### src/design/pfsm_pkg.sv
package pfsm_pkg;

	// Field widths
	localparam int W_CMD   = 2;
	localparam int W_FLEN  = 40;
	localparam int W_PNUM  = 20;
	localparam int W_BYTES = 27;
	localparam int W_STAT  = 2;
	localparam int W_IDX   = 4;
	localparam int W_START = 41;
	localparam int W_END   = 42;               // start + length
	localparam int W_POFF  = 48;               // piece offset plus remaining bytes
	localparam int W_PROD  = W_PNUM + W_BYTES; // piece_number * piece_size

	localparam logic [W_BYTES-1:0] PIECE_SIZE_RST = W_BYTES'(262144);

	// Command codes
	localparam logic [W_CMD-1:0] CMD_CLEAR  = 2'd0;
	localparam logic [W_CMD-1:0] CMD_APPEND = 2'd1;
	localparam logic [W_CMD-1:0] CMD_MAP    = 2'd2;

	// Status codes
	localparam logic [W_STAT-1:0] ST_SEGMENT = 2'd0;
	localparam logic [W_STAT-1:0] ST_NO_OVL  = 2'd1;
	localparam logic [W_STAT-1:0] ST_APP_OK  = 2'd2;
	localparam logic [W_STAT-1:0] ST_FULL    = 2'd3;

	// Microcode
	localparam int PC_W = 4;

	typedef enum logic [3:0] {
		OP_NOP,
		OP_ACCEPT,   // take input transaction
		OP_MUL,      // piece offset = piece_number * piece_size, reset walk
		OP_RD,       // issue table read at walk index
		OP_LD,       // latch entry, form file end and range end
		OP_CHK,      // overlap test, start in file, raw end
		OP_CALC,     // segment width
		OP_EMIT,     // flush held segment, hold the new one, advance
		OP_NEXT,     // walk index + 1
		OP_MFIN,     // final map result
		OP_CMD       // clear / append / ignore
	} op_t;

	typedef enum logic [2:0] {
		H_NONE,
		H_IN,        // no input valid
		H_HELD,      // held segment cannot be flushed
		H_OUT,       // output register busy
		H_APPEND     // append result cannot be loaded
	} hold_t;

	typedef enum logic [2:0] {
		C_NEVER,
		C_ALWAYS,
		C_NOT_MAP,
		C_WALK_DONE,
		C_NO_OVL
	} cond_t;

	typedef struct packed {
		op_t             op;
		hold_t           hold;
		cond_t           cond;
		logic [PC_W-1:0] target;
	} ctl_t;

	localparam logic [PC_W-1:0] PC_ACCEPT = 4'd0;
	localparam logic [PC_W-1:0] PC_DISP   = 4'd1;
	localparam logic [PC_W-1:0] PC_MUL    = 4'd2;
	localparam logic [PC_W-1:0] PC_RD     = 4'd3;
	localparam logic [PC_W-1:0] PC_LD     = 4'd4;
	localparam logic [PC_W-1:0] PC_CHK    = 4'd5;
	localparam logic [PC_W-1:0] PC_CALC   = 4'd6;
	localparam logic [PC_W-1:0] PC_EMIT   = 4'd7;
	localparam logic [PC_W-1:0] PC_NEXT   = 4'd8;
	localparam logic [PC_W-1:0] PC_MFIN   = 4'd9;
	localparam logic [PC_W-1:0] PC_CMD    = 4'd10;

	// Control store: jump taken -> target, else pc + 1; hold keeps the step.
	function automatic ctl_t ucode(input logic [PC_W-1:0] pc);
		ctl_t c;
		case (pc)
			PC_ACCEPT: c = '{OP_ACCEPT, H_IN,     C_NEVER,     PC_ACCEPT};
			PC_DISP:   c = '{OP_NOP,    H_NONE,   C_NOT_MAP,   PC_CMD};
			PC_MUL:    c = '{OP_MUL,    H_NONE,   C_NEVER,     PC_ACCEPT};
			PC_RD:     c = '{OP_RD,     H_NONE,   C_WALK_DONE, PC_MFIN};
			PC_LD:     c = '{OP_LD,     H_NONE,   C_NEVER,     PC_ACCEPT};
			PC_CHK:    c = '{OP_CHK,    H_NONE,   C_NEVER,     PC_ACCEPT};
			PC_CALC:   c = '{OP_CALC,   H_NONE,   C_NO_OVL,    PC_NEXT};
			PC_EMIT:   c = '{OP_EMIT,   H_HELD,   C_NEVER,     PC_ACCEPT};
			PC_NEXT:   c = '{OP_NEXT,   H_NONE,   C_ALWAYS,    PC_RD};
			PC_MFIN:   c = '{OP_MFIN,   H_OUT,    C_ALWAYS,    PC_ACCEPT};
			PC_CMD:    c = '{OP_CMD,    H_APPEND, C_ALWAYS,    PC_ACCEPT};
			default:   c = '{OP_NOP,    H_NONE,   C_ALWAYS,    PC_ACCEPT};
		endcase
		return c;
	endfunction

endpackage

### src/design/pfsm_ram.sv
module pfsm_ram #(
	parameter int WIDTH = 8,
	parameter int DEPTH = 16,
	localparam int AW = (DEPTH > 1) ? $clog2(DEPTH) : 1
) (
	input  logic             clk,
	input  logic             wr_en,
	input  logic [AW-1:0]    wr_addr,
	input  logic [WIDTH-1:0] wr_data,
	input  logic [AW-1:0]    rd_addr,
	output logic [WIDTH-1:0] rd_data
);

	logic [WIDTH-1:0] mem_q [DEPTH];
	logic [WIDTH-1:0] rd_data_q;

	always_ff @(posedge clk) begin
		if (wr_en) begin
			mem_q[wr_addr] <= wr_data;
		end
		rd_data_q <= mem_q[rd_addr];
	end

	assign rd_data = rd_data_q;

endmodule

### src/design/piece_to_file_segment_mapper_top.sv
// Piece-to-file segment mapper. Keeps an ordered table of up to MAX_FILES file
// lengths with their start offsets in the concatenated byte space, and serves
// three commands: clear (empties the table, no result), append (one result:
// append ok with the new entry index, or table full) and map (one result per
// file that the piece's byte range overlaps, the final one flagged by last, or
// a single no-overlap result). Unused command codes are dropped silently.
// piece_size is written through cfg_wr_en/cfg_wr_data; the user must write it
// only while the block is idle, which the block does not enforce. It resets to
// 262144. Both channels move one transaction per edge with valid high and stall
// low. Control is a small microcode store stepped by a program counter; one
// input transaction is taken at a time. A map walks the table entries and stops
// once all bytes are placed or every entry is walked: each entry needs a table
// read through the single registered read port of the table RAM, then latch,
// overlap test and width steps; emitting a segment adds one step. Emitting and
// the final result wait while the output register is full and stalled. The start
// offset saturates at 2^41-1.
module piece_to_file_segment_mapper_top #(
	parameter int MAX_FILES = 16
) (
	input  logic                          clk,
	input  logic                          arst_n,
	// configuration
	input  logic                          cfg_wr_en,
	input  logic [pfsm_pkg::W_BYTES-1:0]  cfg_wr_data,
	// input channel
	input  logic                          in_valid,
	output logic                          in_stall,
	input  logic [pfsm_pkg::W_CMD-1:0]    cmd,
	input  logic [pfsm_pkg::W_FLEN-1:0]   file_length,
	input  logic [pfsm_pkg::W_PNUM-1:0]   piece_number,
	input  logic [pfsm_pkg::W_BYTES-1:0]  byte_count,
	// output channel
	output logic                          out_valid,
	input  logic                          out_stall,
	output logic [pfsm_pkg::W_STAT-1:0]   status,
	output logic [pfsm_pkg::W_IDX-1:0]    entry_index,
	output logic [pfsm_pkg::W_FLEN-1:0]   offset_in_file,
	output logic [pfsm_pkg::W_BYTES-1:0]  segment_length,
	output logic [pfsm_pkg::W_BYTES-1:0]  position_in_piece,
	output logic                          last
);

	localparam int AW = (MAX_FILES > 1) ? $clog2(MAX_FILES) : 1;  // table address
	localparam int CW = $clog2(MAX_FILES + 1);                    // count / walk index
	localparam int RW = pfsm_pkg::W_START + pfsm_pkg::W_FLEN;     // table word

	// ---------------- sequencer ----------------
	logic [pfsm_pkg::PC_W-1:0] pc_q;
	pfsm_pkg::ctl_t            ctl;
	logic                      hold_act;
	logic                      jump_act;
	logic                      fire;

	// ---------------- state ----------------
	logic [pfsm_pkg::W_BYTES-1:0] piece_size_q;
	logic [CW-1:0]                count_q;
	logic [pfsm_pkg::W_START-1:0] run_q;

	// latched input transaction
	logic [pfsm_pkg::W_CMD-1:0]   cmd_q;
	logic [pfsm_pkg::W_FLEN-1:0]  flen_q;
	logic [pfsm_pkg::W_PNUM-1:0]  pnum_q;
	logic [pfsm_pkg::W_BYTES-1:0] bcnt_q;

	// walk datapath
	logic [CW-1:0]                idx_q;
	logic [pfsm_pkg::W_POFF-1:0]  poff_q;    // global offset of the unplaced bytes
	logic [pfsm_pkg::W_BYTES-1:0] left_q;    // bytes still to place
	logic [pfsm_pkg::W_BYTES-1:0] pos_q;     // position in piece of unplaced bytes
	logic [pfsm_pkg::W_START-1:0] fs_q;      // entry start
	logic [pfsm_pkg::W_FLEN-1:0]  fl_q;      // entry length
	logic [pfsm_pkg::W_END-1:0]   fend_q;    // entry end
	logic [pfsm_pkg::W_POFF-1:0]  rend_q;    // range end
	logic                         ovl_q;
	logic [pfsm_pkg::W_POFF-1:0]  s_q;       // segment start within file
	logic [pfsm_pkg::W_POFF-1:0]  eraw_q;    // range end relative to file start
	logic [pfsm_pkg::W_BYTES-1:0] w_q;       // segment width

	// held segment: flushed with last=0 when a further one turns up
	logic                         held_q;
	logic [pfsm_pkg::W_IDX-1:0]   h_idx_q;
	logic [pfsm_pkg::W_FLEN-1:0]  h_off_q;
	logic [pfsm_pkg::W_BYTES-1:0] h_len_q;
	logic [pfsm_pkg::W_BYTES-1:0] h_pos_q;

	// output register
	logic                         out_valid_q;
	logic                         out_free;
	logic                         out_load;
	logic [pfsm_pkg::W_STAT-1:0]  o_stat_d,  o_stat_q;
	logic [pfsm_pkg::W_IDX-1:0]   o_idx_d,   o_idx_q;
	logic [pfsm_pkg::W_FLEN-1:0]  o_off_d,   o_off_q;
	logic [pfsm_pkg::W_BYTES-1:0] o_len_d,   o_len_q;
	logic [pfsm_pkg::W_BYTES-1:0] o_pos_d,   o_pos_q;
	logic                         o_last_d,  o_last_q;

	// table RAM
	logic          tbl_we;
	logic [RW-1:0] tbl_rdata;

	logic                         in_take;
	logic                         tbl_full;
	logic                         is_append;
	logic [pfsm_pkg::W_END-1:0]   run_sum;
	logic [pfsm_pkg::W_FLEN-1:0]  e_clip;

	assign ctl      = pfsm_pkg::ucode(pc_q);
	assign out_free = !out_valid_q || !out_stall;
	assign in_stall = (ctl.op != pfsm_pkg::OP_ACCEPT);
	assign in_take  = in_valid && !in_stall;

	assign tbl_full  = (count_q >= CW'(MAX_FILES));
	assign is_append = (cmd_q == pfsm_pkg::CMD_APPEND);
	assign run_sum   = pfsm_pkg::W_END'(run_q) + pfsm_pkg::W_END'(flen_q);

	always_comb begin
		case (ctl.hold)
			pfsm_pkg::H_NONE:   hold_act = 1'b0;
			pfsm_pkg::H_IN:     hold_act = !in_valid;
			pfsm_pkg::H_HELD:   hold_act = held_q && !out_free;
			pfsm_pkg::H_OUT:    hold_act = !out_free;
			pfsm_pkg::H_APPEND: hold_act = is_append && !out_free;
			default:            hold_act = 1'b0;
		endcase
	end

	always_comb begin
		case (ctl.cond)
			pfsm_pkg::C_NEVER:     jump_act = 1'b0;
			pfsm_pkg::C_ALWAYS:    jump_act = 1'b1;
			pfsm_pkg::C_NOT_MAP:   jump_act = (cmd_q != pfsm_pkg::CMD_MAP);
			pfsm_pkg::C_WALK_DONE: jump_act = (idx_q >= count_q) || (left_q == '0);
			pfsm_pkg::C_NO_OVL:    jump_act = !ovl_q;
			default:               jump_act = 1'b0;
		endcase
	end

	assign fire = !hold_act;

	// Output load selection: flush of a held segment, final map result, append answer.
	always_comb begin
		out_load = 1'b0;
		o_stat_d = pfsm_pkg::ST_SEGMENT;
		o_idx_d  = h_idx_q;
		o_off_d  = h_off_q;
		o_len_d  = h_len_q;
		o_pos_d  = h_pos_q;
		o_last_d = 1'b0;
		if (fire) begin
			case (ctl.op)
				pfsm_pkg::OP_EMIT: begin
					out_load = held_q;
				end
				pfsm_pkg::OP_MFIN: begin
					out_load = 1'b1;
					o_last_d = 1'b1;
					if (!held_q) begin
						o_stat_d = pfsm_pkg::ST_NO_OVL;
						o_idx_d  = '0;
						o_off_d  = '0;
						o_len_d  = '0;
						o_pos_d  = '0;
					end
				end
				pfsm_pkg::OP_CMD: begin
					out_load = is_append;
					o_last_d = 1'b1;
					o_stat_d = tbl_full ? pfsm_pkg::ST_FULL : pfsm_pkg::ST_APP_OK;
					o_idx_d  = tbl_full ? '0 : pfsm_pkg::W_IDX'(count_q);
					o_off_d  = '0;
					o_len_d  = '0;
					o_pos_d  = '0;
				end
				default: begin
					out_load = 1'b0;
				end
			endcase
		end
	end

	assign tbl_we = fire && (ctl.op == pfsm_pkg::OP_CMD) && is_append && !tbl_full;

	pfsm_ram #(
		.WIDTH (RW),
		.DEPTH (MAX_FILES)
	) u_tbl (
		.clk     (clk),
		.wr_en   (tbl_we),
		.wr_addr (count_q[AW-1:0]),
		.wr_data ({run_q, flen_q}),
		.rd_addr (idx_q[AW-1:0]),
		.rd_data (tbl_rdata)
	);

	// Control state
	always_ff @(posedge clk or negedge arst_n) begin
		if (!arst_n) begin
			pc_q         <= pfsm_pkg::PC_ACCEPT;
			piece_size_q <= pfsm_pkg::PIECE_SIZE_RST;
			count_q      <= '0;
			run_q        <= '0;
			held_q       <= 1'b0;
			out_valid_q  <= 1'b0;
		end else begin
			if (cfg_wr_en) begin
				piece_size_q <= cfg_wr_data;
			end

			if (hold_act) begin
				pc_q <= pc_q;
			end else if (jump_act) begin
				pc_q <= ctl.target;
			end else begin
				pc_q <= pc_q + 1'b1;
			end

			if (out_load) begin
				out_valid_q <= 1'b1;
			end else if (!out_stall) begin
				out_valid_q <= 1'b0;
			end

			if (fire) begin
				case (ctl.op)
					pfsm_pkg::OP_MUL:  held_q <= 1'b0;
					pfsm_pkg::OP_EMIT: held_q <= 1'b1;
					pfsm_pkg::OP_CMD: begin
						if (cmd_q == pfsm_pkg::CMD_CLEAR) begin
							count_q <= '0;
							run_q   <= '0;
						end else if (is_append && !tbl_full) begin
							count_q <= count_q + 1'b1;
							// saturate the running start offset
							run_q   <= run_sum[pfsm_pkg::W_START] ? '1
							           : run_sum[pfsm_pkg::W_START-1:0];
						end
					end
					default: begin
						held_q <= held_q;
					end
				endcase
			end
		end
	end

	assign e_clip = (eraw_q > pfsm_pkg::W_POFF'(fl_q)) ? fl_q : eraw_q[pfsm_pkg::W_FLEN-1:0];

	// Datapath
	always_ff @(posedge clk) begin
		if (in_take) begin
			cmd_q  <= cmd;
			flen_q <= file_length;
			pnum_q <= piece_number;
			bcnt_q <= byte_count;
		end

		if (out_load) begin
			o_stat_q <= o_stat_d;
			o_idx_q  <= o_idx_d;
			o_off_q  <= o_off_d;
			o_len_q  <= o_len_d;
			o_pos_q  <= o_pos_d;
			o_last_q <= o_last_d;
		end

		if (fire) begin
			case (ctl.op)
				pfsm_pkg::OP_MUL: begin
					poff_q <= pfsm_pkg::W_POFF'(pfsm_pkg::W_PROD'(pnum_q)
					          * pfsm_pkg::W_PROD'(piece_size_q));
					left_q <= bcnt_q;
					pos_q  <= '0;
					idx_q  <= '0;
				end
				pfsm_pkg::OP_LD: begin
					fs_q   <= tbl_rdata[RW-1:pfsm_pkg::W_FLEN];
					fl_q   <= tbl_rdata[pfsm_pkg::W_FLEN-1:0];
					fend_q <= pfsm_pkg::W_END'(tbl_rdata[RW-1:pfsm_pkg::W_FLEN])
					          + pfsm_pkg::W_END'(tbl_rdata[pfsm_pkg::W_FLEN-1:0]);
					rend_q <= poff_q + pfsm_pkg::W_POFF'(left_q);
				end
				pfsm_pkg::OP_CHK: begin
					ovl_q  <= (poff_q < pfsm_pkg::W_POFF'(fend_q))
					          && (rend_q > pfsm_pkg::W_POFF'(fs_q));
					s_q    <= (poff_q > pfsm_pkg::W_POFF'(fs_q))
					          ? poff_q - pfsm_pkg::W_POFF'(fs_q) : '0;
					eraw_q <= rend_q - pfsm_pkg::W_POFF'(fs_q);
				end
				pfsm_pkg::OP_CALC: begin
					// on overlap the width never exceeds the bytes left
					w_q <= pfsm_pkg::W_BYTES'(e_clip - s_q[pfsm_pkg::W_FLEN-1:0]);
				end
				pfsm_pkg::OP_EMIT: begin
					h_idx_q <= pfsm_pkg::W_IDX'(idx_q);
					h_off_q <= s_q[pfsm_pkg::W_FLEN-1:0];
					h_len_q <= w_q;
					h_pos_q <= pos_q;
					pos_q   <= pos_q + w_q;
					left_q  <= left_q - w_q;
					poff_q  <= poff_q + pfsm_pkg::W_POFF'(w_q);
				end
				pfsm_pkg::OP_NEXT: begin
					idx_q <= idx_q + 1'b1;
				end
				default: begin
					idx_q <= idx_q;
				end
			endcase
		end
	end

	assign out_valid         = out_valid_q;
	assign status            = o_stat_q;
	assign entry_index       = o_idx_q;
	assign offset_in_file    = o_off_q;
	assign segment_length    = o_len_q;
	assign position_in_piece = o_pos_q;
	assign last              = o_last_q;

endmodule
### config.mk
export PLATFORM = sky130hd
export DESIGN_NAME = piece_to_file_segment_mapper_top
export DESIGN_NICKNAME = d
export VERILOG_FILES = /design/src/design/pfsm_pkg.sv /design/src/design/pfsm_ram.sv /design/src/design/piece_to_file_segment_mapper_top.sv
export SDC_FILE = /design/constraint.sdc
export NUM_CORES = 2
export LEC_CHECK = 0
export BUFFER_PORTS_ARGS = -buffer_cell sky130_fd_sc_hd__buf_2
export CORE_MARGIN = 5
export CORE_UTILIZATION = 36
export DETAILED_ROUTE_END_ITERATION = 7
export PLACE_DENSITY = 0.48
export SLEW_MARGIN = 10
export SYNTH_ARGS = -nofsm -noshare
export SYNTH_HDL_FRONTEND = slang
export SYNTH_SLANG_ARGS = --single-unit
### constraint.sdc
create_clock -name clk -period 22.7 [get_ports clk]
set_clock_uncertainty 0.05 [all_clocks]
set_input_delay 3.405 -clock clk [delete_from_list [all_inputs] [get_ports clk]]
set_output_delay 3.405 -clock clk [all_outputs]
set_load 0.05 [all_outputs]
==> run_results.csv <==
group,metric,value,unit
run_status,outcome,"finished, final reports clean",
sta,worst_slew_pin_slew,1.28,ns
synthesis,syn-mean-instance-area,14.2,µm²
synthesis,asyncSetResetFlopFracSynth,3.70,%
worst_setup_path,crit_path_max_incr_delay,0.89,ns
synthesis,synthFlopType,"sky130_fd_sc_hd__edfxtp_1",
clock_tree,cts.hold.buffers_added,0,
layout,fin_nets,9249,
clock_tree,post_cts_resize_count,0,
layout,final_layout_size_suffix_gt1_share,14.5,%
grt,grt_util_all_layers,19.0,%
layout,multi_input_comb_area,0.0448,mm²
synthesis,netlist_top_cells_area,"sky130_fd_sc_hd__edfxtp_1 53%, sky130_fd_sc_hd__mux4_2 8.2%, sky130_fd_sc_hd__fa_1 8.2%, sky130_fd_sc_hd__ha_1 6.1%, sky130_fd_sc_hd__inv_1 2.6%",
synthesis,count_of_flip_flops_with_a_built_in_enable_after_synthesis,1978,
detailed_routing,route.detailed.drc,0,
die,core-area,0.309,mm²
synthesis,ys_types,92,
worst_setup_path,category_of_the_critical_setup_timing_path,"flop to flop",
grt,grt_pass1_wl,461000,µm
detailed_routing,drt.antenna.violating_nets,0,
clock_tree,worst_setup_hold_path_clk_slew,0.06,ns
layout,most-common-layout-cells,"1978 x sky130_fd_sc_hd__edfxtp_1, 786 x sky130_fd_sc_hd__inv_1, 585 x sky130_fd_sc_hd__nand2_1",
run,drv.max_cap_violation_count,0,
layout,filler_cell_count,28491,
worst_setup_path,worst_ep_required_time,23.24,ns
sta,fmax,122,MHz
die,die_x,567,µm
detailed_routing,first_iter_violations,4544,
sta,maxSlewHeadroom,14.5,%
clock_tree,cts_buffer_count,239,
sta,setup_ws,14.47,ns
sta,timing.final.max_slew_violations,0,
synthesis,synth-seq-area-share,56.4,%
clock_tree,clk_root_buffer_cell,"sky130_fd_sc_hd__clkbuf_16",
detailed_routing,detailedRoute.firstPassIterationCount,8,
worst_setup_path,timing.critical_path.to_type,"flop",
clock_tree,cts.htree.levels,4,
clock_tree,worstSkewPairLatency,0.92,ns
synthesis,synth.net_count,8979,
synthesis,fraction_of_post_synthesis_cell_area_in_the_top_cell_type_by_area,53.2,%
synthesis,synth.yosys.warnings,0,
detailed_routing,totalWireLength,311000,µm
detailed_routing,viasPerCell,5.24,
place,post-place-ws,14.53,ns
min_path,timing.hold.worst.class,"flop to flop",
layout,area_added_between_synthesis_and_finish,12.5,%
die,rows,204,
worst_setup_path,critPathMostFrequentCell,"sky130_fd_sc_hd__fa_1",
die,initial_core_util,36.2,%
grt,grt_pass1_vias,67997,
clock_tree,clockBufferDepth,4,
worst_setup_path,worstPathArrival,8.76,ns
synthesis,ys_seq_elements,2138,
die,dieHeight,567,µm
sta,timing.setup.tns,0,ns
worst_setup_path,worst-path-buf-inv,6,
layout,register_area,0.0630,mm²
grt,grt_start_max_net_pins,126,
clock_tree,cts_post_setup_buffers_inserted,0,
layout,layout_commonest_cell,"sky130_fd_sc_hd__edfxtp_1",
sta,final.period_utilization,36.2,%
die,top_ports,224,
clock_tree,num_clock_sinks,2138,
sta,rsz0062_at_grt,"no",
place,place_hpwl,212000,µm
die,fp.dieArea,0.322,mm²
place,gp_routability_congestion,0.889,
worst_setup_path,timing.critical_path.fanout_max,27,
sta,hold_violations,0,
worst_setup_path,critPathLaunchType,"flop",
synthesis,synth.largest_area_cell,"sky130_fd_sc_hd__edfxtp_1",
worst_setup_path,crit_family,"adder cells",
sta,finalSetupViolations,0,
detailed_routing,detailroute.via_count,65289,
synthesis,synthCells,7854,
synthesis,netlist_area,0.112,mm²
detailed_routing,wl_per_cell,25.0,µm
clock_tree,tritoncts,"built",
grt,grt-ovfl-total,0,
place,placement.io_buffers,223,
grt,antenna_found_initial,19,
sta,post-route-min-period,8.23,ns
worst_setup_path,slowest_stage,"sky130_fd_sc_hd__edfxtp_1",
## path summary, 6_finish.rpt
| kind | from | end | slack, ns | cells after the start |
|---|---|---|---|---|
| max reg2reg | pnum_q[7]$_DFFE_PP_ | poff_q[43]$_DFFE_PP_ | 14.47 | 25 |
| min reg2reg | s_q[30]$_SDFFCE_PP0P_ | h_off_q[30]$_DFFE_PP_ | 0.36 | 0 |
| max | pnum_q[7]$_DFFE_PP_ | poff_q[43]$_DFFE_PP_ | 14.47 | 25 |
| min | s_q[30]$_SDFFCE_PP0P_ | h_off_q[30]$_DFFE_PP_ | 0.36 | 0 |
| max in group asynchronous | arst_n | run_q[5]$_DFFE_PN0P_ | 18.76 | 3 |
| min in group asynchronous | arst_n | piece_size_q[24]$_DFFE_PN0P_ | 2.31 | 1 |
## worst reg2reg max path: cells and delay by family, from the launching register on
kind / cells / cell delay, ns
AOI/OAI and AO/OA: 7 / 1.89
adders and majority gates: 8 / 3.95
xor gates and xnor gates: 1 / 0.18
DFF: 1 / 0.89
and+or+nand+nor: 3 / 0.67
buffers and inverters: 6 / 0.32
## per-stage QoR
| stage | instances | hold slack (ns) | utilization (%) | cell area, µm² |
|---|---|---|---|---|
| 2_1_floorplan | 7854 | 0.350 | - | 112000 |
| 3_3_place_gp | 12003 | 0.360 | 38.2 | 118000 |
| 3_5_place_dp | 12003 | 0.355 | 38.2 | 118000 |
| 4_1_cts | 12454 | 0.357 | 40.7 | 126000 |
| 5_1_grt | 12455 | 0.379 | 40.7 | 126000 |
| 6_report | 12459 | 0.361 | 40.7 | 126000 |
## layout make-up
type | instances | area share [%]
clock buffer | 319 | 5.19
sequential | 2138 | 50.1
tap | 4120 | 4.10
multi-input combinational | 4628 | 35.6
timing repair buffer | 331 | 1.57
inverter | 786 | 2.35
clock inverter | 132 | 1.07
antenna | 5 | 0.00995
## cell usage after synthesis, drive strengths merged, types with 18 or more instances
master	n
a211oi	38
a21o	212
a21oi	327
a221o	41
a31oi	38
and2	344
and3	39
and4	32
buf	58
clkbuf	244
dfrtp	78
dfxtp	81
edfxtp	1978
fa	455
ha	549
inv	786
mux2	53
mux4	405
nand2	585
nand2b	46
nand3	71
nand4	64
nor2	270
nor2b	53
nor3	62
nor4	24
o211ai	18
o21a	50
o21ai	228
o21bai	51
o31ai	21
xnor2	225
xor2	113
## flip-flops by register name, summed over array words and instances (netlist names), 41 cells and up
name           cells
poff_q            48
run_q             41
rend_q            48
eraw_q            48
fend_q            42
fs_q              41
u_tbl.rd_data     81
u_tbl.mem_q     1296
## kinds of logic after synthesis
kind of cell             synth area share, %
flip-flops                              56.4
AND/OR/NAND/NOR                         7.26
AO/OA/AOI/OAI                           6.94
buffers and inverters                   3.70
adder cells (fa/ha/maj)                 14.3
multiplexers                            8.78
XOR/XNOR                                2.65
## layer usage
layer | global-route usage, % | part of all wire [%]
met5 | 0 | 0
met3 | 1.97 | 4.0
met1 | 27.1 | 46
met4 | 4.97 | 2.6
met2 | 31.3 | 48
Power is not shown: default switching activity piles up to over one toggle a cycle in this logic, so the estimate is an artifact.
